`src/rtl/vt4_pkg.sv`:
```
package vt4_pkg;

    // fixed point format
    localparam int FRACTION_BITS   = 16;
    localparam int COMPONENT_WIDTH = 32;

    // port field width, fixed by the stream format
    localparam int FIELD_WIDTH = 32;
    localparam int NUM_COMP    = 4;
    localparam int TDATA_WIDTH = FIELD_WIDTH * NUM_COMP;

    // datapath widths
    localparam int PROD_WIDTH = 2 * COMPONENT_WIDTH;
    localparam int PAIR_WIDTH = PROD_WIDTH + 1;
    localparam int SUM_WIDTH  = PROD_WIDTH + 2;
    localparam int QUOT_WIDTH = SUM_WIDTH - FRACTION_BITS;

    // configuration port
    localparam int REG_COUNT       = 8;
    localparam int CFG_INDEX_WIDTH = 3;
    localparam int CFG_DATA_WIDTH  = 64;

    localparam logic [CFG_INDEX_WIDTH-1:0] REG_COLUMN0_LOW  = 3'd0;
    localparam logic [CFG_INDEX_WIDTH-1:0] REG_COLUMN0_HIGH = 3'd1;
    localparam logic [CFG_INDEX_WIDTH-1:0] REG_COLUMN1_LOW  = 3'd2;
    localparam logic [CFG_INDEX_WIDTH-1:0] REG_COLUMN1_HIGH = 3'd3;
    localparam logic [CFG_INDEX_WIDTH-1:0] REG_COLUMN2_LOW  = 3'd4;
    localparam logic [CFG_INDEX_WIDTH-1:0] REG_COLUMN2_HIGH = 3'd5;
    localparam logic [CFG_INDEX_WIDTH-1:0] REG_COLUMN3_LOW  = 3'd6;
    localparam logic [CFG_INDEX_WIDTH-1:0] REG_COLUMN3_HIGH = 3'd7;

    typedef logic signed [COMPONENT_WIDTH-1:0] comp_t;
    typedef comp_t [NUM_COMP-1:0]              vec_t;
    typedef vec_t [NUM_COMP-1:0]               mat_t;   // [row][col]

    typedef logic signed [PROD_WIDTH-1:0] prod_t;
    typedef prod_t [15:0]                 prod_arr_t;   // row * 4 + col
    typedef logic signed [PAIR_WIDTH-1:0] pair_t;
    typedef pair_t [7:0]                  pair_arr_t;   // row * 2 + half
    typedef logic signed [SUM_WIDTH-1:0]  sum_t;
    typedef sum_t [NUM_COMP-1:0]          sum_arr_t;

    // identity matrix at reset
    function automatic logic [CFG_DATA_WIDTH-1:0] cfg_reset_value(
        input logic [CFG_INDEX_WIDTH-1:0] idx
    );
        logic [CFG_DATA_WIDTH-1:0] unit;
        unit = CFG_DATA_WIDTH'(1) << FRACTION_BITS;
        unique case (idx)
            REG_COLUMN0_LOW:  cfg_reset_value = unit;
            REG_COLUMN1_LOW:  cfg_reset_value = unit << 32;
            REG_COLUMN2_HIGH: cfg_reset_value = unit;
            REG_COLUMN3_HIGH: cfg_reset_value = unit << 32;
            default:          cfg_reset_value = '0;
        endcase
    endfunction

endpackage

```
`src/rtl/vt4_sum_stage.sv`:
```
module vt4_sum_stage
    import vt4_pkg::*;
(
    input  logic      aclk,
    input  logic      aresetn,
    input  logic      in_valid,
    output logic      in_ready,
    input  prod_arr_t prod,
    output logic      out_valid,
    input  logic      out_ready,
    output sum_arr_t  total
);

    logic      pair_valid_reg;
    logic      pair_ready;
    pair_arr_t pair_reg;
    pair_arr_t pair_next;
    logic      sum_valid_reg;
    sum_arr_t  sum_reg;
    sum_arr_t  sum_next;

    assign in_ready   = !pair_valid_reg || pair_ready;
    assign pair_ready = !sum_valid_reg || out_ready;

    // first level: pairs of products, exact
    always_comb begin
        for (int i = 0; i < 8; i++) begin
            pair_next[i] = PAIR_WIDTH'(prod[2 * i]) + PAIR_WIDTH'(prod[2 * i + 1]);
        end
    end

    // second level: full row sums, exact
    always_comb begin
        for (int r = 0; r < NUM_COMP; r++) begin
            sum_next[r] = SUM_WIDTH'(pair_reg[2 * r]) + SUM_WIDTH'(pair_reg[2 * r + 1]);
        end
    end

    always_ff @(posedge aclk) begin
        if (!aresetn) begin
            pair_valid_reg <= 1'b0;
            sum_valid_reg  <= 1'b0;
        end else begin
            if (in_ready) begin
                pair_valid_reg <= in_valid;
            end
            if (pair_ready) begin
                sum_valid_reg <= pair_valid_reg;
            end
        end
    end

    always_ff @(posedge aclk) begin
        if (in_ready && in_valid) begin
            pair_reg <= pair_next;
        end
        if (pair_ready && pair_valid_reg) begin
            sum_reg <= sum_next;
        end
    end

    assign out_valid = sum_valid_reg;
    assign total     = sum_reg;

endmodule

```
`config.mk`:
```
export PLATFORM = sky130hd
export DESIGN_NAME = vt4_sum_stage
export DESIGN_NICKNAME = d
export VERILOG_FILES = /design/src/rtl/vt4_pkg.sv /design/src/rtl/vt4_sum_stage.sv
export SDC_FILE = /design/constraint.sdc
export NUM_CORES = 2
export LEC_CHECK = 0
export ABC_AREA = 1
export BUFFER_PORTS_ARGS = -buffer_cell sky130_fd_sc_hd__clkbuf_2
export CAP_MARGIN = 20
export CORE_MARGIN = 2
export CORE_UTILIZATION = 30
export CTS_BUF_LIST = sky130_fd_sc_hd__clkbuf_16
export DETAILED_ROUTE_END_ITERATION = 10
export PLACE_DENSITY_LB_ADDON = 0.3
export SKIP_LAST_GASP = 1
export SLEW_MARGIN = 25
export SYNTH_ARGS = -nofsm -noshare
export SYNTH_HDL_FRONTEND = slang
export SYNTH_SLANG_ARGS = --single-unit
```
`constraint.sdc`:
```
create_clock -name aclk -period 27.8 [get_ports aclk]
set_clock_uncertainty 0.05 [all_clocks]
set_input_delay 5.56 -clock aclk [delete_from_list [all_inputs] [get_ports aclk]]
set_output_delay 5.56 -clock aclk [all_outputs]
set_load 0.005 [all_outputs]
```
==> results.yml <==
timing:
  setup_viol: 0
  fin_crit_sh_pct: 41.9
  drv_slew: 0
  setup_tns_ps: 0
  tightest_slew_ps: 1170
  rsz0062_at_grt: "false"
  max_slew_margin_pct: 21.9
  fin_crit_ps: 11640
  fin_ws_ps: 16160
  max_freq_ghz: 0.0859
  hold_viol_final: 0
critical_path:
  worst_ep_arrival_time_ps: 6030
  r2r-end: "pair_reg[49]"
  path_max_fanout: 3
  critical_path_required_ps: 22190
  reg2reg_slack_ps: 23590
  timing.rr.start: "out_valid"
  critPathCaptureType: "output pin"
  reg2regPathDepth: 6
  start_kind: "primary input"
  critPathKind: "in -> out"
global_route:
  grt_pass1_vias: 91176
  grt_pass1_wl_um: 607000
  antenna_found_initial: 28
  grt_overflow: 0
  grt.total_usage_pct: 27.6
  grt_max_degree: 122
die:
  ioPinCount: 1294
  fp.dieArea_mm2: 0.301
  rows: 199
  floorplan.die.height_um: 548
  design.core.area_mm2: 0.294
  fp.dieW_um: 548
  initial_core_util_pct: 30.2
logic_synthesis:
  synth.avg_cell_area_um2: 6.06
  syn-num-nets: 16468
  synth_enable_flop_cells: 784
  syn_inst: 14656
  synth_cell_types: 29
  syn_area_mm2: 0.0889
  ys_ff_latch: 786
  async_flop_share_pct: 0
  synth_ff_type: "edfxtp_1"
  synth-seq-area-share_pct: 26.5
  ys_warn_count: 0
clocking:
  cts_tree: "done"
  post_cts_buffers: 0
  cts_sinks: 786
  clkTransAtPathRegs_ps: 50
  cts_made_buffers: 94
  root_buffer: "clkbuf_16"
  clock_latency_ps: 740
  htreeDepth: 3
  post_cts_resized: 0
  cts_max_path_buffers: 3
  postCtsHoldBufs: 0
drt:
  drt_wl_total_um: 431000
  drcViolationCount: 0
  viasPerCell: 4.84
  vias: 97145
  ant_nets: 0
  drtPass1Iterations: 8
  drt-initial-drc-count: 8846
  wl_per_cell_um: 21.5
placement:
  preCtsSetupSlack_ps: 16160
  dp_hpwl_um: 385000
  gp_congestion: 1.04
  dp.cells: 19878
  portBuffers: 1293
power_and_ir_drop:
  p_leak_nw: 56.7
  p_clk_share_pct: 22.3
  switchingPower_w: 0.00265
  p_int_w: 0.00308
  switching_share_pct: 46.2
  pwr-share-seq_pct: 29.9
  power_density_mw_per_mm2: 55.3
  p_comb_share_pct: 47.9
  p_total_w: 0.00573
  ir_worst_vdd_mv: 0.0457
job:
  max-cap-violations: 0
worst_hold_path:
  worstHoldEndpoint: "total[0]"
  holdPathStages: 1
  holdCritStartpoint: "pair_reg[65]"
  hold_class: "reg -> reg"
status:
  outcome: "finished, final reports clean"
cells_and_area:
  final_nets: 17867
  fin_cells: 20075
  largest_reg_flops: 520
  final_core_util_pct: 35.2
  num-fill-cells: 33282
  drive_gt1_share_pct: 10.3
  area_growth_pct: 16.6
cell type report:
| type | instances | area (um2) | share of cell area [%] |
|---|---|---|---|
| multi-input cells | 10857 | 54000 | 52.1 |
| diodes | 20 | 50.0 | 0.0483 |
| clock inverters | 82 | 793 | 0.766 |
| flip-flops and latches | 786 | 23600 | 22.8 |
| repair buffers | 1303 | 6560 | 6.34 |
| inverters | 3013 | 11300 | 10.9 |
| well taps | 3919 | 4900 | 4.73 |
| clock buffers | 95 | 2380 | 2.30 |
kinds of logic (layout without fill, tap and decap cells):
family	Yosys count	count (layout)	share of synthesized area, %
compound gates	1680	1680	9.86
buf+inv	3013	4493	12.7
xor+xnor	392	392	3.86
flops	786	786	26.5
other cells	0	20	0
fa+ha+maj	784	784	11.1
simple gates	8001	8001	35.9
cell usage in the layout (no fill, tap or decap), types with 11 or more instances in the layout:
cell           n
xor2_1       388
inv_1       3016
fa_1          12
clkinv_1      12
o21bai_1      64
a21oi_2       15
o21a_1        11
clkinvlp_4    12
nor4_1        24
nand3_1      644
nand2_1     5253
edfxtp_1     784
a21o_1        23
a21oi_1     1001
clkbuf_16     95
ha_1         772
o21ai_0      538
diode_2       20
clkinv_2      11
nor2_2        17
a21boi_0      12
clkbuf_2    1293
nor3_1       229
nand2_2      134
nor2_1      1605
inv_6         13
nand4_1       74
per-stage QoR:
stage | hold WS (ps) | area, um2
3_5_place_dp | 479 | 100000
3_3_place_gp | 469 | 100000
5_1_grt | 500 | 104000
6_report | 489 | 104000
4_1_cts | 495 | 104000
2_1_floorplan | 397 | 88900
critical path, cell delays in order:
cell and delay (ps):
clkbuf_2 80, inv_1 110, nand3_1 130, clkbuf_2 140
how the worst max path moves through the flow:
| stage | startpoint | to | slack, ps | depth (start not counted) |
|---|---|---|---|---|
| 6_report | out_ready | in_ready | 16160 | 4 |
| 5_1_grt | out_ready | in_ready | 16100 | 4 |
| 4_1_cts | out_ready | in_ready | 16160 | 4 |
| 3_5_place_dp | out_ready | in_ready | 16160 | 4 |
| 3_3_place_gp | out_ready | in_ready | 16150 | 4 |
| 2_1_floorplan | out_ready | total[0] | 8540 | 2 |
per-layer routing:
metal / global-route usage (%) / share of wire, % / up-vias
met4: 11.2 / 4.5 / 6
met1: 37.0 / 45 / 44486
met2: 45.0 / 44 / 3579
met5: 0 / 0.0093 / -
li1: - / - / 48539
met3: 3.12 / 6.4 / 535
power by group through the flow:
stage          Combinational (W)  Sequential [W]  Clock (W)
2_1_floorplan            0.00156         0.00167          0
3_3_place_gp             0.00269         0.00173          0
3_5_place_dp             0.00268         0.00173          0
4_1_cts                  0.00270         0.00171    0.00130
5_1_grt                  0.00297         0.00171    0.00135
6_report                 0.00274         0.00171    0.00128
cells in the mapped netlist, types with 10 or more instances:
cell | number | share of area [%]
nand2_1 | 5253 | 22
ha_1 | 772 | 11
nand2_2 | 134 | 0.94
a21oi_2 | 15 | 0.15
xor2_1 | 388 | 3.8
o21bai_1 | 64 | 0.54
nor4_1 | 24 | 0.17
o21a_1 | 11 | 0.093
o21ai_1 | 10 | 0.056
fa_1 | 12 | 0.27
nor2_1 | 1605 | 6.8
nor3_1 | 229 | 1.3
edfxtp_1 | 784 | 26
inv_1 | 3006 | 13
a21o_1 | 23 | 0.19
nand3_1 | 644 | 3.6
o21ai_0 | 538 | 3.0
a21oi_1 | 1002 | 5.6
nand4_1 | 74 | 0.52
a21boi_0 | 12 | 0.10
nor2_2 | 17 | 0.12
Power figures use the tool's default switching activity.
