**src/rtl/vt4_pkg.sv**
```systemverilog
package vt4_pkg;

    // fixed point format
    localparam int FRACTION_BITS   = 16;
    localparam int COMPONENT_WIDTH = 32;

    // port field width, fixed by the stream format
    localparam int FIELD_WIDTH = 32;
    localparam int NUM_COMP    = 4;
    localparam int TDATA_WIDTH = FIELD_WIDTH * NUM_COMP;

    // datapath widths
    localparam int PROD_WIDTH = 2 * COMPONENT_WIDTH;
    localparam int PAIR_WIDTH = PROD_WIDTH + 1;
    localparam int SUM_WIDTH  = PROD_WIDTH + 2;
    localparam int QUOT_WIDTH = SUM_WIDTH - FRACTION_BITS;

    // configuration port
    localparam int REG_COUNT       = 8;
    localparam int CFG_INDEX_WIDTH = 3;
    localparam int CFG_DATA_WIDTH  = 64;

    localparam logic [CFG_INDEX_WIDTH-1:0] REG_COLUMN0_LOW  = 3'd0;
    localparam logic [CFG_INDEX_WIDTH-1:0] REG_COLUMN0_HIGH = 3'd1;
    localparam logic [CFG_INDEX_WIDTH-1:0] REG_COLUMN1_LOW  = 3'd2;
    localparam logic [CFG_INDEX_WIDTH-1:0] REG_COLUMN1_HIGH = 3'd3;
    localparam logic [CFG_INDEX_WIDTH-1:0] REG_COLUMN2_LOW  = 3'd4;
    localparam logic [CFG_INDEX_WIDTH-1:0] REG_COLUMN2_HIGH = 3'd5;
    localparam logic [CFG_INDEX_WIDTH-1:0] REG_COLUMN3_LOW  = 3'd6;
    localparam logic [CFG_INDEX_WIDTH-1:0] REG_COLUMN3_HIGH = 3'd7;

    typedef logic signed [COMPONENT_WIDTH-1:0] comp_t;
    typedef comp_t [NUM_COMP-1:0]              vec_t;
    typedef vec_t [NUM_COMP-1:0]               mat_t;   // [row][col]

    typedef logic signed [PROD_WIDTH-1:0] prod_t;
    typedef prod_t [15:0]                 prod_arr_t;   // row * 4 + col
    typedef logic signed [PAIR_WIDTH-1:0] pair_t;
    typedef pair_t [7:0]                  pair_arr_t;   // row * 2 + half
    typedef logic signed [SUM_WIDTH-1:0]  sum_t;
    typedef sum_t [NUM_COMP-1:0]          sum_arr_t;

    // identity matrix at reset
    function automatic logic [CFG_DATA_WIDTH-1:0] cfg_reset_value(
        input logic [CFG_INDEX_WIDTH-1:0] idx
    );
        logic [CFG_DATA_WIDTH-1:0] unit;
        unit = CFG_DATA_WIDTH'(1) << FRACTION_BITS;
        unique case (idx)
            REG_COLUMN0_LOW:  cfg_reset_value = unit;
            REG_COLUMN1_LOW:  cfg_reset_value = unit << 32;
            REG_COLUMN2_HIGH: cfg_reset_value = unit;
            REG_COLUMN3_HIGH: cfg_reset_value = unit << 32;
            default:          cfg_reset_value = '0;
        endcase
    endfunction

endpackage

```
**src/rtl/vt4_cfg_regs.sv**
```systemverilog
module vt4_cfg_regs
    import vt4_pkg::*;
(
    input  logic                       aclk,
    input  logic                       aresetn,
    input  logic                       cfg_wen,
    input  logic [CFG_INDEX_WIDTH-1:0] cfg_index,
    input  logic [CFG_DATA_WIDTH-1:0]  cfg_wdata,
    output mat_t                       matrix
);

    logic [CFG_DATA_WIDTH-1:0] col_reg [REG_COUNT];

    always_ff @(posedge aclk) begin
        if (!aresetn) begin
            for (int i = 0; i < REG_COUNT; i++) begin
                col_reg[i] <= cfg_reset_value(CFG_INDEX_WIDTH'(i));
            end
        end else if (cfg_wen) begin
            col_reg[cfg_index] <= cfg_wdata;
        end
    end

    // each register holds two rows of one column, 32-bit slots
    always_comb begin
        for (int r = 0; r < NUM_COMP; r++) begin
            for (int c = 0; c < NUM_COMP; c++) begin
                matrix[r][c] = col_reg[c * 2 + r / 2][FIELD_WIDTH * (r % 2) +: COMPONENT_WIDTH];
            end
        end
    end

endmodule

```
**config.mk**
```make
export PLATFORM = sky130hd
export DESIGN_NAME = vt4_cfg_regs
export DESIGN_NICKNAME = d
export VERILOG_FILES = /design/src/rtl/vt4_pkg.sv /design/src/rtl/vt4_cfg_regs.sv
export SDC_FILE = /design/constraint.sdc
export NUM_CORES = 1
export LEC_CHECK = 0
export BUFFER_PORTS_ARGS = -buffer_cell sky130_fd_sc_hd__buf_4
export CAP_MARGIN = 20
export CORE_AREA = 2 2 225 227
export CTS_CLUSTER_DIAMETER = 60
export DETAILED_ROUTE_END_ITERATION = 8
export DIE_AREA = 0 0 227 229
export HOLD_SLACK_MARGIN = 0.03
export MAX_ROUTING_LAYER = met4
export PLACE_DENSITY_LB_ADDON = 0.05
export SLEW_MARGIN = 20
export SYNTH_ARGS = -nofsm -noshare
export SYNTH_HDL_FRONTEND = slang
export SYNTH_SLANG_ARGS = --single-unit
```
**constraint.sdc**
```tcl
create_clock -name aclk -period 10.1 [get_ports aclk]
set_clock_uncertainty 0.2 [all_clocks]
set_input_delay 1.515 -clock aclk [delete_from_list [all_inputs] [get_ports aclk]]
set_output_delay 1.515 -clock aclk [all_outputs]
set_load 0.01 [all_outputs]
```
==> summary.md, run 1 <==
| Metric | Value |
|---|---|
| CP cell instances | buf_4 -> nand2b_1 -> o21ai_4 -> buf_4 |
| Clock buffer depth | 3 |
| Syn avg cell area | 15.0 sq um |
| Max incr delay on CP | 940 ps |
| Initial Util | 0.382 |
| Hold-critical path depth | 2 |
| CP most frequent cell | buf_4 |
| Initial antenna violation count | 3 |
| Peak VDD IR | 0.138 mV |
| Setup bufs post-CTS | 0 |
| Shortest period the worst path allows | 4300 ps |
| Commonest non-fill, non-tap cell in the layout | buf_4 |
| Inserted Clock Buffers | 55 |
| Maxcap violations | 0 |
| Max Clock Freq | 0.232 GHz |
| Initial drt markers | 1138 |
| Die height | 229 um |
| Vias | 12800 |
| Num Clock Sinks | 512 |
| Pins Over Slew Limit | 0 |
| Clock transition at the registers of the reported paths | 60 ps |
| Slew @ Worst Pin | 1060 ps |
| Post-synth top flop | edfxtp_1 |
| Power share of the sequential group | 0.500 |
| Routability cong. | 0.820 |
| Pwr per Cell Area | 198 nW/um^2 |
| Max-slew headroom | 0.290 |
| Unrepaired setup endpoints after global routing | false |
| Combinational group share of total power | 0.102 |
| Grt ovf | 0 |
| Critical Path RT | 10130 ps |
| CTS tree | built |
| Hold Startpoint | cfg_wdata[48] |
| Synth Register Bits | 512 |
| Post-DRT Antenna Nets | 0 |
| Vias in the first global route | 12600 |
| Final setup fails | 0 |
| Synthesis Warnings | 0 |
| Delay-heaviest family, CP | buffers and inverters |
| Mapped Area | 19000 sq um |
| Core Util, Final | 0.517 |
| Clk root buf | clkbuf_16 |
| Largest net degree at the start of global routing | 84 |
| Full die area | 52000 sq um |
| Critical path's slowest cell | o21ai_4 |
| Fin worst setup slack | 5800 ps |
| # resized after CTS | 0 |
| Netlist cell types | 20 |
| Most frequent cells in the layout | 596 x buf_4, 512 x edfxtp_1, 491 x nor2_1 |
| WL/cell | 25.8 um |
| Hold EP | col_reg[7][48] |
| Area Overhead vs Synth | 35.3% |
| First-pass GRT wire length | 91.2 mm |
| Io pins | 582 |
| Dpl hpwl | 44.0 mm |
| PortBufs | 581 |
| Final hold vios | 0 |
| Register area share after synthesis | 0.811 |
| Worst Path Buf+Inv | 2 |
| Crit Path Max Fanout | 83 |
| Vias per cell | 5.03 |
| Max reg flops | 512 |
| Num rows | 82 |
| DR DRC count | 0 |
| Sw Share | 0.236 |
| Run status | completed |
| Drt pass-1 iters | 5 |
| Sw power | 0.00120 W |
| Pre-CTS setup slack | 5070 ps |
| Share of layout cells above drive strength 1 | 0.373 |
| Internal power | 0.00389 W |
| Worst setup SP type | input port |
| Crit path capture type | register |
| Clock Power Share | 0.398 |
| Fin crit share | 0.426 |
| GRT Total Usage | 0.253 |
| Post-synth EDFFs | 512 |
| Core area | 49700 sq um |
| Syn Nets | 1338 |
| Post-Route WL | 65.6 mm |
| H-tree levels | 2 |
| Total negative setup slack | 0 ps |
| Async SR Flop Fraction | 0 |
| Hold crit path type | input port to register |
| Die Wd | 227 um |
| CTS hold repair buffers | 0 |
| Worst path arrival time | 4330 ps |
| Syn Inst Count | 1268 |
| P_leak | 9.58 nW |
| NumNets Final | 1894 |
| Worst Setup Path Type | input port to register |
[logic make-up (layout without fill, tap and decap cells)]
group,Yosys count,count (layout),synth area share
flip-flops,512,512,0.811
AND/OR/NAND/NOR,646,646,0.156
AO/OA/AOI/OAI,8,8,0.00211
other,0,3,0
buffers and inverters,102,701,0.0310
[metal layers]
metal	routed length [um]	global-route usage	part of all wire	vias to the layer above
met4	2310	0.0854	0.035	0
met3	6120	0.0771	0.093	107
li1	-	-	-	5681
met1	25100	0.311	0.38	6418
met5	0	-	0	-
met2	32100	0.399	0.49	577
[worst max-delay path by stage]
stage,endpoint,slack (ps),startpoint,depth (start not counted)
after floorplan,col_reg[0][0],2830,cfg_index[1],4
after global placement,col_reg[7][42],5140,cfg_wen,4
after detailed placement,col_reg[7][42],5070,cfg_wen,4
after CTS,col_reg[7][25],5750,cfg_wen,4
after global routing,col_reg[6][45],5630,cfg_wen,4
final,col_reg[6][45],5800,cfg_wen,4
[stage by stage]
step	hold slack, ps	cell area [sq um]	total power, W	std cells
after CTS	990	25600	0.00513	2538
after detailed placement	1620	23800	0.00312	2438
after floorplan	1490	19000	0.00278	1268
after global placement	1620	23800	0.00311	2438
after global routing	1020	25700	0.00523	2542
final	1030	25700	0.00509	2542
[area by class of cell]
cell class	count	area [sq um]
tap	672	841
multi-input combinational	654	3110
antenna	3	7.51
sequential	512	15400
fill	4490	24000
clock buffer	69	1470
timing repair buffer	599	4520
clock inverter	31	317
inverter	2	7.51
[synth_stat cells (all sizes together) (2+ instances only)]
cell type	number	share of area
inv	2	0.00040
nand2	2	0.00040
nor2	502	0.10
or3	4	0.0013
nand4b	62	0.029
o21ai	8	0.0021
nand4	64	0.021
nor3	6	0.0016
edfxtp	512	0.81
nand2b	3	0.00099
clkbuf	20	0.0041
buf	80	0.026
[power by group through the flow]
stage	combinational [W]	clock [W]	sequential, W
final	0.000519	0.00202	0.00255
after global routing	0.000547	0.00213	0.00256
after CTS	0.000526	0.00206	0.00255
after detailed placement	0.000526	0	0.00259
after global placement	0.000524	0	0.00259
after floorplan	0.000117	0	0.00266
Power figures use the tool's default switching activity.
==> run 2, diff against run 1 <==
==> constraint.sdc (replaced) <==
create_clock -name aclk -period 3.5 [get_ports aclk]
set_clock_uncertainty 0.2 [all_clocks]
set_input_delay 0.525 -clock aclk [delete_from_list [all_inputs] [get_ports aclk]]
set_output_delay 0.525 -clock aclk [all_outputs]
set_load 0.01 [all_outputs]
==> run 2 against run 1 <==
First-iteration DRC count fell by 13%. Flip-flop and latch count did not move. Hold slack got worse by 960 ps. Via count rose by 1.1%. Non-clock buffer count rose by 11. Count of clock-buffer cells in the layout rose by 4. Core utilization barely moved. Sequential power rose to 2.9 times the previous value. Wire length fell by 0.61%. Die area did not move. Largest power group unchanged. Combinational power rose to 3.0 times the previous value. Largest cell class unchanged.
==> summary.md, run 2 (synthesis results as in run 1) <==
| Metric | Value |
|---|---|
| Run status | completed |
| Full die area | 52000 sq um |
| Vias | 12900 |
| Area Overhead vs Synth | 35.3% |
| Crit Path Max Fanout | 40 |
| PortBufs | 581 |
| Post-Route WL | 65.2 mm |
| Setup bufs post-CTS | 0 |
| GRT met1 Usage | 0.311 |
| Initial antenna violation count | 3 |
| Initial Util | 0.382 |
| P_leak | 9.57 nW |
| GRT met2 Usage | 0.398 |
| WL/cell | 25.6 um |
| Core Util, Final | 0.516 |
| Routability cong. | 0.830 |
| Vias per cell | 5.07 |
| Hold crit path type | input port to register |
| Fin crit share | 0.578 |
| Share of layout cells above drive strength 1 | 0.372 |
| Drt pass-1 iters | 5 |
| Worst path arrival time | 2040 ps |
| H-tree levels | 2 |
| NumNets Final | 1903 |
| Worst setup SP type | input port |
| Dpl hpwl | 43.4 mm |
| Post-Layout Cell Count | 2547 |
| Core area | 49700 sq um |
| Inserted Clock Buffers | 53 |
| Shortest period the worst path allows | 2020 ps |
| Unrepaired setup endpoints after global routing | false |
| DR DRC count | 0 |
| Maxcap violations | 0 |
| Final hold vios | 0 |
| Largest net degree at the start of global routing | 129 |
| Commonest non-fill, non-tap cell in the layout | buf_4 |
| Io pins | 582 |
| Critical Path RT | 3520 ps |
| Post-DRT Antenna Nets | 0 |
| Filler instances | 4395 |
| Clk root buf | clkbuf_16 |
| Grt ovf | 0 |
| Max-slew headroom | 0.449 |
| Clock transition at the registers of the reported paths | 60 ps |
| Num rows | 82 |
| Num Clock Sinks | 512 |
| GRT Total Usage | 0.253 |
| Worst Setup Path Type | input port to register |
| Final setup fails | 0 |
| Initial drt markers | 993 |
| Pins Over Slew Limit | 0 |
| Cell Count Post-Placement | 2449 |
| First-pass GRT wire length | 91.5 mm |
| Max Clock Freq | 0.495 GHz |
| Pwr per Cell Area | 554 nW/um^2 |
| Die Wd | 227 um |
| Most frequent cells in the layout | 598 x buf_4, 512 x edfxtp_1, 491 x nor2_1 |
| Most Crowded Layer GR | met2 |
| Vias in the first global route | 12800 |
| Max reg flops | 512 |
| Die height | 229 um |
| Hold Slack | 66.4 ps |
| Slew @ Worst Pin | 826 ps |
| Crit path capture type | register |
| Met3 usage | 0.0713 |
| CTS tree | built |
| Peak VDD IR | 0.387 mV |
| Clock buffer depth | 3 |
## run 2: cell types whose count changed in the layout (fill, tap and decap cells not counted), sizes merged
cell and change:
buf +10, clkinv -7, bufinv -5, clkbuf +4
inv +2, dlygate4sd3 +1
## run 2: per-stage QoR
stage	TNS, ps	area [sq um]	setup WS [ps]	total power, W
2_1_floorplan	-134180	19000	-1050	0.00798
3_3_place_gp	0	24000	901	0.00901
3_5_place_dp	0	24000	852	0.00901
4_1_cts	0	25600	1490	0.0143
5_1_grt	0	25600	1410	0.0146
6_report	0	25600	1480	0.0142
## run 2: final timing paths
check	startpoint	end	cells past startpoint	slack, ps
worst max-delay path	cfg_wen	col_reg[4][8]	4	1480
worst min-delay path	cfg_wdata[48]	col_reg[7][48]	2	70
## run 2: final cells by class
class                      instances  area, sq um  area share
antenna                            3         7.51    0.000293
clock buffer                      73         1440      0.0563
clock inverter                    21          151     0.00590
inverter                           2         7.51    0.000293
multi-input combinational        654         3110       0.121
sequential                       512        15400       0.599
tap                              672          841      0.0328
timing repair buffer             610         4710       0.184
## run 2: timing repair
action / CTS / global route
hold buffers: 1 / 0
endpoints found under the hold margin: 2 / 0
resized for setup: 0 / 0
## run 2: worst max-delay path, stage by stage
cell and delay, ps:
buf_4 320, nand2b_1 330, o21ai_4 230, buf_4 540
## run 2: report_power, final
group / total, W / internal (W) / switching [W]
Sequential: 0.00731 / 0.00716 / 0.000152
Combinational: 0.00154 / 0.000607 / 0.000937
Clock: 0.00534 / 0.00301 / 0.00233
Total: 0.0142 / 0.0108 / 0.00342
## run 2: metal layers
layer / routed length [um] / part of all wire
met1: 25300 / 0.39
met2: 31600 / 0.48
met3: 5850 / 0.090
met4: 2420 / 0.037
met5: 0 / 0
