**src/rtl/vt4_pkg.sv**
```systemverilog
package vt4_pkg;

    // fixed point format
    localparam int FRACTION_BITS   = 16;
    localparam int COMPONENT_WIDTH = 32;

    // port field width, fixed by the stream format
    localparam int FIELD_WIDTH = 32;
    localparam int NUM_COMP    = 4;
    localparam int TDATA_WIDTH = FIELD_WIDTH * NUM_COMP;

    // datapath widths
    localparam int PROD_WIDTH = 2 * COMPONENT_WIDTH;
    localparam int PAIR_WIDTH = PROD_WIDTH + 1;
    localparam int SUM_WIDTH  = PROD_WIDTH + 2;
    localparam int QUOT_WIDTH = SUM_WIDTH - FRACTION_BITS;

    // configuration port
    localparam int REG_COUNT       = 8;
    localparam int CFG_INDEX_WIDTH = 3;
    localparam int CFG_DATA_WIDTH  = 64;

    localparam logic [CFG_INDEX_WIDTH-1:0] REG_COLUMN0_LOW  = 3'd0;
    localparam logic [CFG_INDEX_WIDTH-1:0] REG_COLUMN0_HIGH = 3'd1;
    localparam logic [CFG_INDEX_WIDTH-1:0] REG_COLUMN1_LOW  = 3'd2;
    localparam logic [CFG_INDEX_WIDTH-1:0] REG_COLUMN1_HIGH = 3'd3;
    localparam logic [CFG_INDEX_WIDTH-1:0] REG_COLUMN2_LOW  = 3'd4;
    localparam logic [CFG_INDEX_WIDTH-1:0] REG_COLUMN2_HIGH = 3'd5;
    localparam logic [CFG_INDEX_WIDTH-1:0] REG_COLUMN3_LOW  = 3'd6;
    localparam logic [CFG_INDEX_WIDTH-1:0] REG_COLUMN3_HIGH = 3'd7;

    typedef logic signed [COMPONENT_WIDTH-1:0] comp_t;
    typedef comp_t [NUM_COMP-1:0]              vec_t;
    typedef vec_t [NUM_COMP-1:0]               mat_t;   // [row][col]

    typedef logic signed [PROD_WIDTH-1:0] prod_t;
    typedef prod_t [15:0]                 prod_arr_t;   // row * 4 + col
    typedef logic signed [PAIR_WIDTH-1:0] pair_t;
    typedef pair_t [7:0]                  pair_arr_t;   // row * 2 + half
    typedef logic signed [SUM_WIDTH-1:0]  sum_t;
    typedef sum_t [NUM_COMP-1:0]          sum_arr_t;

    // identity matrix at reset
    function automatic logic [CFG_DATA_WIDTH-1:0] cfg_reset_value(
        input logic [CFG_INDEX_WIDTH-1:0] idx
    );
        logic [CFG_DATA_WIDTH-1:0] unit;
        unit = CFG_DATA_WIDTH'(1) << FRACTION_BITS;
        unique case (idx)
            REG_COLUMN0_LOW:  cfg_reset_value = unit;
            REG_COLUMN1_LOW:  cfg_reset_value = unit << 32;
            REG_COLUMN2_HIGH: cfg_reset_value = unit;
            REG_COLUMN3_HIGH: cfg_reset_value = unit << 32;
            default:          cfg_reset_value = '0;
        endcase
    endfunction

endpackage

```
**src/rtl/vt4_sat_stage.sv**
```systemverilog
module vt4_sat_stage
    import vt4_pkg::*;
(
    input  logic                   aclk,
    input  logic                   aresetn,
    input  logic                   in_valid,
    output logic                   in_ready,
    input  sum_arr_t               total,
    output logic                   out_valid,
    input  logic                   out_ready,
    output logic [TDATA_WIDTH-1:0] out_data,
    output logic                   out_sat
);

    localparam logic signed [QUOT_WIDTH-1:0] HI_LIM =
        QUOT_WIDTH'((QUOT_WIDTH'(1) << (COMPONENT_WIDTH - 1)) - QUOT_WIDTH'(1));
    localparam logic signed [QUOT_WIDTH-1:0] LO_LIM = -HI_LIM - QUOT_WIDTH'(1);

    logic                   valid_reg;
    logic [TDATA_WIDTH-1:0] data_reg;
    logic [TDATA_WIDTH-1:0] data_next;
    logic                   sat_reg;
    logic                   sat_next;

    assign in_ready = !valid_reg || out_ready;

    // floor shift, then clamp to the component range
    always_comb begin
        logic signed [QUOT_WIDTH-1:0]  q;
        logic signed [COMPONENT_WIDTH-1:0] clamped;
        sat_next  = 1'b0;
        data_next = '0;
        for (int r = 0; r < NUM_COMP; r++) begin
            q = QUOT_WIDTH'(total[r] >>> FRACTION_BITS);
            if (q > HI_LIM) begin
                clamped  = COMPONENT_WIDTH'(HI_LIM);
                sat_next = 1'b1;
            end else if (q < LO_LIM) begin
                clamped  = COMPONENT_WIDTH'(LO_LIM);
                sat_next = 1'b1;
            end else begin
                clamped = COMPONENT_WIDTH'(q);
            end
            data_next[FIELD_WIDTH * r +: FIELD_WIDTH] = FIELD_WIDTH'(clamped);
        end
    end

    always_ff @(posedge aclk) begin
        if (!aresetn) begin
            valid_reg <= 1'b0;
        end else if (in_ready) begin
            valid_reg <= in_valid;
        end
    end

    always_ff @(posedge aclk) begin
        if (in_ready && in_valid) begin
            data_reg <= data_next;
            sat_reg  <= sat_next;
        end
    end

    assign out_valid = valid_reg;
    assign out_data  = data_reg;
    assign out_sat   = sat_reg;

endmodule
```
**config.mk**
```make
export PLATFORM = sky130hd
export DESIGN_NAME = vt4_sat_stage
export DESIGN_NICKNAME = d
export VERILOG_FILES = /design/src/rtl/vt4_pkg.sv /design/src/rtl/vt4_sat_stage.sv
export SDC_FILE = /design/constraint.sdc
export NUM_CORES = 1
export LEC_CHECK = 0
export BUFFER_PORTS_ARGS = -buffer_cell sky130_fd_sc_hd__buf_2
export CORE_AREA = 10 10 148 150
export DETAILED_ROUTE_END_ITERATION = 6
export DIE_AREA = 0 0 158 160
export PLACE_DENSITY = 0.64
export SLEW_MARGIN = 20
export SYNTH_ARGS = -nofsm -noshare
export SYNTH_HDL_FRONTEND = slang
export SYNTH_SLANG_ARGS = --single-unit
```
**constraint.sdc**
```tcl
create_clock -name aclk -period 5 [get_ports aclk]
set_clock_uncertainty 0.2 [all_clocks]
set_input_delay 1 -clock aclk [delete_from_list [all_inputs] [get_ports aclk]]
set_output_delay 1 -clock aclk [all_outputs]
set_load 0.02 [all_outputs]
```
==> reports/metrics.cfg, run 1 <==
[critical_path]
cp_slowest_stage_delay_ps=180
critPathBufInv=2
crit_path_max_fanout=3
cp_common_cell=buf_2
start_kind=input port
cp_cell_sequence=buf_2 > nand2b_1 > buf_2
end_kind=primary output
crit_start=out_ready
critical_path.slowest_cell=buf_2
critical-path-top-delay-family=buffers and inverters
worstSetupPathType=in -> out
r2r_start=out_valid
cp.arrival_ps=1430
required_ps=3800

[drt]
viasPerCell=4.69
via_count=4411
detail-route-antenna-nets=0
drc_errors=0
wl_per_cell_um=19.2
drt_iter0_markers=227
first_pass_iters=4
drt-total-wl_um=18100

[yosys]
synth.largest_area_cell=edfxtp_1
synth_area_um2=5460
syn-num-nets=623
syn-instance-count=355
seq_area_frac_synth=0.714
yosysMostFrequentCell=edfxtp_1
ys_ff_latch=130
avgSynthCellArea_um2=15.4
synthArstFlopShare=0
yosysWarnings=0
synth.area.top_cells=edfxtp_1, a21o_1, nand4_1
yosysTopAreaCellShare=0.710
synth_cell_type_count=27
synth-main-ff-cell=edfxtp_1
synth_common_cells=edfxtp_1, a21o_1, nand4_1, nor4_1, clkbuf_1
synth_enable_flop_cells=129

[die]
row_count=51
coreArea_um2=19100
ioPinCount=399
start_util=0.286
die_h_um=160
design.die.area_um2=25300
dieWidth_um=158

[clock_network]
htreeDepth=4
clkTransAtPathRegs_ps=60
cts_resized=0
clockBufferDepth=2
clock_latency_ps=400
cts_buffers=17
postCtsSetupBuffers=0
cts_sinks=130
root_buffer=clkbuf_16
cts_hold_buf=0
cts_tree=done

[final_layout]
finalNetCount=957
drive_above_1_share=0.544
syn2layout_area_growth_pct=46.6
fin_cells=941

[sta]
relSlewSlack=0.519
hold_viol=0
tightest_slew_ps=719
tns_ps=0
layout_setup_ws_ps=2370
setup_viol=0
rsz0062_at_grt=no
min_period_ps=2630
max_freq_mhz=381
period_share=0.525
slew_viol_final=0

[placement]
place_hpwl_um=13900
dp_cells=908
post-place-ws_ps=2070
place.gp.congestion=0.797
port_buffers=334

[global_routing]
grt.overflow.total=0
grt_max_degree=66
first_global_vias=4686
grt_pass1_wl_um=26700
grt_use_total=0.137
antenna_found_initial=1

[power]
p_per_area_nw_per_um2=371
leakage_uw=0.00370
peakVddDrop_v=0.000206

[outcome]
status=completed

[worst_hold_path]
hold_path.class=reg -> reg
min-delay-start=out_valid

[job]
maxCapViolCount=0

-- sequential cells by signal (all words and copies together) (netlist names) --
signal	count
out_data	128
out_sat	1
out_valid	1
-- power breakdown --
group          switching, uW  internal [uW]  total [uW]
combinational            223            147         370
clock                    470            836        1310
sequential              14.1           1280        1300
total                    706           2260        2970
-- through the flow --
stage	hold WS [ps]	instance area (um2)	total power, uW	util
finish	342	8000	2970	0.419
global route	394	8000	3100	0.419
CTS	352	8000	3020	0.419
detailed placement	345	7380	1690	0.387
global placement	324	7380	1690	0.387
floorplan	550	5460	1520	-
-- tightest hold or removal path, cell delays in order (launching register included) --
cell and delay (ps):
dfxtp_1 310, nand2b_1 100, a21boi_0 90
-- layer usage --
metal | wire length (um) | vias up | GRT usage
met2 | 8920 | 216 | 0.232
met1 | 6790 | 2087 | 0.145
met5 | 0 | - | 0
met3 | 2120 | 17 | 0.0706
li1 | - | 2091 | -
met4 | 270 | 0 | 0.0417
-- area by class of cell --
cell class | instances | area [um2]
multi-input cells | 196 | 1430
clock inverters | 13 | 185
diodes | 1 | 2.50
well taps | 238 | 298
flip-flops and latches | 130 | 3890
fillers | 1811 | 11100
inverters | 1 | 3.75
repair buffers | 343 | 1750
clock buffers | 19 | 433
-- path summary, 6_finish.rpt --
check | to | cells past startpoint | slack (ps)
setup / recovery | in_ready | 3 | 2370
hold / removal | out_valid | 2 | 340
setup reg to reg | out_data[85] | 3 | 3070
hold reg to reg | out_valid | 2 | 340
-- layout by cell type (no fill, tap or decap), types with 4 or more instances in the layout --
cell       count
buf_2        334
edfxtp_1     129
a21o_1       124
clkbuf_16     17
nand4_1       16
nor4_1        16
buf_4          8
nor2_1         5
and3_1         4
a31oi_2        4
nand3_1        4
bufinv_16      4
-- cell families after synthesis --
family	synth area share
AOI/OAI and AO/OA	0.190
DFF	0.714
and+or+nand+nor	0.0670
buffers and inverters	0.0291
Note: power is estimated with default switching activity, not from simulation.
==> run 2: changes to the inputs <==
clock period = 2.1 ns   (was 5 ns; I/O delays follow)
==> run 2 against run 1 <==
Sequential share of layout area down 1.8 points; setup slack worse by 2000 ps; cell area up 3.8%; count of clock-buffer cells in the layout down 2; die area unchanged; total power up 140%; register-to-register slack worse by 2400 ps; via count up 1.0%; clock power up 130%; critical path depth up 3; non-clock buffer count up 26; largest power group is now registers.
==> reports/metrics.cfg, run 2 (synthesized netlist as in run 1, its figures left out) <==
[critical_path]
r2r_slack_ps=620  ; was 3070 ps
critical_path.slowest_cell=a2111o_1  ; was buf_2
cp_slowest_stage_delay_ps=370  ; was 180 ps
crit_start=total[62]  ; was out_ready
r2r_start=out_valid  ; unchanged
crit_path_max_fanout=2  ; was 3
start_kind=input port  ; unchanged
cp_cell_sequence=buf_2 > nor4_1 > buf_4 > and3b_1 > a2bb2oi_1 > a2111o_1  ; was buf_2 > nand2b_1 > buf_2
end_kind=flop  ; was primary output
worstSetupPathType=in -> reg  ; was in -> out
required_ps=2050  ; was 3800 ps
cp.arrival_ps=1720  ; was 1430 ps

[global_routing]
grt_pass1_wl_um=26900  ; was 26,700 um
grt.overflow.total=0  ; unchanged
antenna_found_initial=2  ; was 1
grt_max_degree=55  ; was 66
first_global_vias=4857  ; was 4,686
grt_use_total=0.136  ; was 0.137

[die]
design.die.area_um2=25300  ; unchanged
die_h_um=160  ; unchanged
ioPinCount=399  ; unchanged
dieWidth_um=158  ; unchanged
coreArea_um2=19100  ; unchanged
start_util=0.286  ; unchanged
row_count=51  ; unchanged

[drt]
wl_per_cell_um=18.2  ; was 19.2 um
first_pass_iters=4  ; unchanged
via_count=4456  ; was 4,411
drt-total-wl_um=17600  ; was 18,100 um
drt_iter0_markers=182  ; was 227
viasPerCell=4.61  ; was 4.69
detail-route-antenna-nets=0  ; unchanged
drc_errors=0  ; unchanged

[sta]
tightest_slew_ps=405  ; was 719 ps
slew_viol_final=0  ; unchanged
setup_viol=0  ; unchanged
tns_ps=0  ; unchanged
rsz0062_at_grt=no  ; unchanged
max_freq_mhz=564
min_period_ps=1770
period_share=0.845
relSlewSlack=0.727  ; was 0.519
hold_viol=0  ; unchanged

[power]
combPwrFrac=0.134  ; was 0.124
leakage_uw=0.00387  ; was 0.00370 uW
p_seq_frac=0.436  ; about the same
p_clk_frac=0.430  ; was 0.440
swShare=0.245  ; was 0.238
internal_power_uw=5340  ; was 2260 uW
p_per_area_nw_per_um2=852  ; was 371 nW/um2
peakVddDrop_v=0.000483  ; was 0.000206 V
p_sw_uw=1730  ; was 706 uW

[placement]
place_hpwl_um=14100  ; was 13,900 um
place.gp.congestion=0.839  ; was 0.797
port_buffers=334  ; unchanged
place_area_um2=7690  ; was 7380 um2

[job]
maxCapViolCount=0  ; unchanged

[clock_network]
postCtsSetupBuffers=0  ; unchanged
clkTransAtPathRegs_ps=60  ; about the same
htreeDepth=4  ; unchanged
cts_sinks=130  ; unchanged
root_buffer=clkbuf_16  ; unchanged
cts_resized=0  ; unchanged
cts_buffers=17  ; unchanged
clock_latency_ps=410  ; was 400 ps
cts_tree=done  ; unchanged
clockBufferDepth=2  ; unchanged
cts_hold_buf=0  ; unchanged

[final_layout]
largest_reg_flops=128  ; unchanged
finalNetCount=983  ; was 957
final_common_cell=buf_2  ; unchanged
drive_above_1_share=0.565  ; was 0.544
fin_area_um2=8300  ; was 8000 um2
syn2layout_area_growth_pct=52.2  ; was 46.6%
final_cell_mix=buf_2, edfxtp_1, a21o_1  ; unchanged

[worst_hold_path]
min-delay-start=aresetn  ; was out_valid
hold_path.class=in -> reg  ; was reg -> reg

[outcome]
status=completed  ; unchanged

==> run 2: critical path, delay by kind of cell <==
kind | cells | cell delay, ps
AO/OA/AOI/OAI | 2 | 500
AND/OR/NAND/NOR | 2 | 510
buffers and inverters | 2 | 290
==> run 2: power by group through the flow <==
stage,clock (uW),sequential (uW),combinational (uW)
6_report,3040,3080,944
3_5_place_dp,0,3140,957
3_3_place_gp,0,3130,946
2_1_floorplan,0,3350,255
5_1_grt,3240,3100,1030
4_1_cts,3120,3080,959
==> run 2: worst paths after layout <==
path	end	cells past startpoint
min	out_valid	2
max reg2reg	out_data[3]	3
max	out_sat	6
min reg2reg	out_valid	2
==> run 2: cell type report <==
cell class | count | area [um2]
Multi-Input combinational cell | 196 | 1440
Sequential cell | 130 | 3890
Inverter | 1 | 3.75
Clock buffer | 17 | 425
Tap cell | 238 | 298
Clock inverter | 15 | 180
Fill cell | 1754 | 10800
Antenna cell | 1 | 2.50
Timing Repair Buffer | 369 | 2060
==> run 2: per-stage QoR <==
stage                     hold WS, ps  utilization  instances  worst slack (ps)  power, uW
after global placement            309        0.403        934              -130       4080
after floorplan                   359            -        355             -48.1       3600
after global routing             41.2        0.435        967               263       7360
final                            57.7        0.435        967               326       7070
after detailed placement          314        0.403        934              -149       4100
after CTS                        36.9        0.435        966               265       7160
==> run 2: per-layer routing <==
layer | GRT usage | vias to the layer above | wire (um) | part of all wire
li1 | - | 2149 | - | -
met1 | 0.149 | 2074 | 6610 | 0.38
met2 | 0.229 | 200 | 8740 | 0.50
met3 | 0.0620 | 31 | 1880 | 0.11
met4 | 0.0459 | 2 | 393 | 0.022
met5 | 0 | - | 11 | 0.00062
==> run 3: changes to the inputs <==
CORE_AREA = 10 10 145 147   (was 10 10 148 150)
DIE_AREA = 0 0 155 157   (was 0 0 158 160)
clock period = 1.65 ns   (was 2.1 ns; I/O delays follow)
==> run 3 against run 2 <==
Cell area up 17%; count of clock-buffer cells in the layout up 1; global-route usage up 2.6 points; first-iteration DRC count up 47%; cell count up 14%; largest power group unchanged.
==> reports/metrics.cfg, run 3 (synthesized netlist as in run 1, its figures left out) <==
[drt]
first_pass_iters=5  ; was 4
drt_iter0_markers=267  ; was 182
wl_per_cell_um=18.9  ; was 18.2 um
drt-total-wl_um=20900  ; was 17,600 um
drc_errors=0  ; unchanged
via_count=5123  ; was 4,456
viasPerCell=4.64  ; was 4.61
detail-route-antenna-nets=0  ; unchanged

[final_layout]
syn2layout_area_growth_pct=78.2  ; was 52.2%
diodes=0  ; was 1
fillers=1532  ; was 1,754
finalNetCount=1126  ; was 983
final_cell_mix=buf_2, edfxtp_1, a21o_1  ; unchanged
drive_above_1_share=0.502  ; was 0.565
fin_area_um2=9720  ; was 8300 um2
final_common_cell=buf_2  ; unchanged
largest_reg_flops=128  ; unchanged

[global_routing]
grt_pass1_wl_um=31200  ; was 26,900 um
grt.met2_usage=0.283  ; was 0.229
first_global_vias=5672  ; was 4,857
busiest_layer=met2  ; unchanged
grt_use_total=0.163  ; was 0.136
antenna_found_initial=1  ; was 2
grt_max_degree=32  ; was 55
grt.overflow.total=0  ; unchanged
met3_usage=0.0710  ; was 0.0620
grt_use_met1=0.173  ; was 0.149

[critical_path]
crit_path_max_fanout=2  ; unchanged
cp.arrival_ps=1560  ; was 1720 ps
worstSetupPathType=in -> reg  ; unchanged
end_kind=flop  ; unchanged
critical_path.slowest_cell=or3_1  ; was a2111o_1
cp_cell_sequence=buf_2 > nand4_1 > or3_1 > a2bb2oi_1 > a2111o_1  ; was buf_2 > nor4_1 > buf_4 > and3b_1 > a2bb2oi_1 > a2111o_1
required_ps=1600  ; was 2050 ps
start_kind=input port  ; unchanged
cp_slowest_stage_delay_ps=400  ; was 370 ps

[die]
dieWidth_um=155  ; was 158 um
die_h_um=157  ; was 160 um
row_count=50  ; was 51
coreArea_um2=18300  ; was 19,100 um2
start_util=0.298  ; was 0.286
design.die.area_um2=24300  ; was 25,300 um2
ioPinCount=399  ; unchanged

[sta]
max_freq_mhz=620
setup_viol=0  ; unchanged
slew_viol_final=0  ; unchanged
min_period_ps=1610
hold_viol=0  ; unchanged
period_share=0.978
rsz0062_at_grt=no  ; unchanged
tightest_slew_ps=428  ; was 405 ps
relSlewSlack=0.714  ; was 0.727

[clock_network]
clkTransAtPathRegs_ps=60  ; about the same
clock_latency_ps=410  ; about the same
cts_tree=done  ; unchanged
cts_sinks=130  ; unchanged
clockBufferDepth=2  ; unchanged
htreeDepth=4  ; unchanged
cts_buffers=17  ; unchanged
root_buffer=clkbuf_16  ; unchanged

[power]
p_per_area_nw_per_um2=952  ; was 852 nW/um2
leakage_uw=0.00448  ; was 0.00387 uW
peakVddDrop_v=0.000679  ; was 0.000483 V
p_total_uw=9250  ; was 7070 uW

[worst_hold_path]
hold_path.class=in -> reg  ; unchanged

[outcome]
status=completed  ; unchanged

[placement]
place_area_um2=7830  ; was 7690 um2
place.gp.congestion=0.891  ; was 0.839
place_hpwl_um=15200  ; was 14,100 um
port_buffers=334  ; unchanged

[job]
maxCapViolCount=0  ; unchanged

==> run 3: changes by cell type in the layout (fill, tap and decap cells not counted), sizes merged <==
cell	before	now
buf	369	389
clkbuf	17	18
clkinv	4	8
diode	1	0
dlygate4sd3	0	123
inv	6	1
==> run 3: final timing paths <==
check | startpoint | to | slack (ps) | depth (start not counted)
worst max-delay path | total[183] | out_sat | 40 | 5
worst min-delay path | total[222] | out_data[104] | 20 | 2
worst max register to register | out_valid | out_data[16] | 210 | 4
worst min register to register | out_valid | out_data[54] | 640 | 3
==> run 3: through the flow <==
step	TNS, ps	hold slack [ps]	utilization	worst slack, ps	std cells
3_3_place_gp	-41660	286	0.427	-490	950
4_1_cts	0	2.17	0.527	1.89	1105
6_report	0	19.2	0.530	37.0	1105
2_1_floorplan	-53690	261	-	-406	355
5_1_grt	0	1.05	0.530	3.36	1105
3_5_place_dp	-44720	296	0.427	-505	950
==> run 3: critical path, delay by kind of cell <==
family	cells	cell delay (ps)
and+or+nand+nor	2	520
buffers and inverters	1	130
AOI/OAI and AO/OA	2	580
==> run 3: repair_timing <==
item                                    in CTS  in global routing
cloned                                       0                  0
hold buffers                               123                  0
setup buffers                                0                  0
gates resized for setup                      2                  8
endpoints found under the setup margin      32                 36
hold endpoints to repair                   122                  0
pin swaps                                    0                  1
==> run 3: area by class of cell <==
class	instances	area, um2	area share
repair buffers	512	3430	0.353
clock inverters	14	165	0.0170
inverters	1	3.75	0.000386
flip-flops and latches	130	3890	0.401
well taps	234	293	0.0301
multi-input cells	196	1510	0.155
clock buffers	18	429	0.0442
==> run 3: per-layer routing <==
metal / wire length, um / vias up
met1: 7820 / 2443
met2: 10800 / 225
li1: - / 2427
met4: 398 / 0
met5: 0 / -
met3: 1870 / 28
==> run 3: where the power goes <==
part | switching (uW) | internal [uW]
logic | 771 | 738
registers | 50.1 | 3880
clock network | 1440 | 2370
total | 2260 | 6990
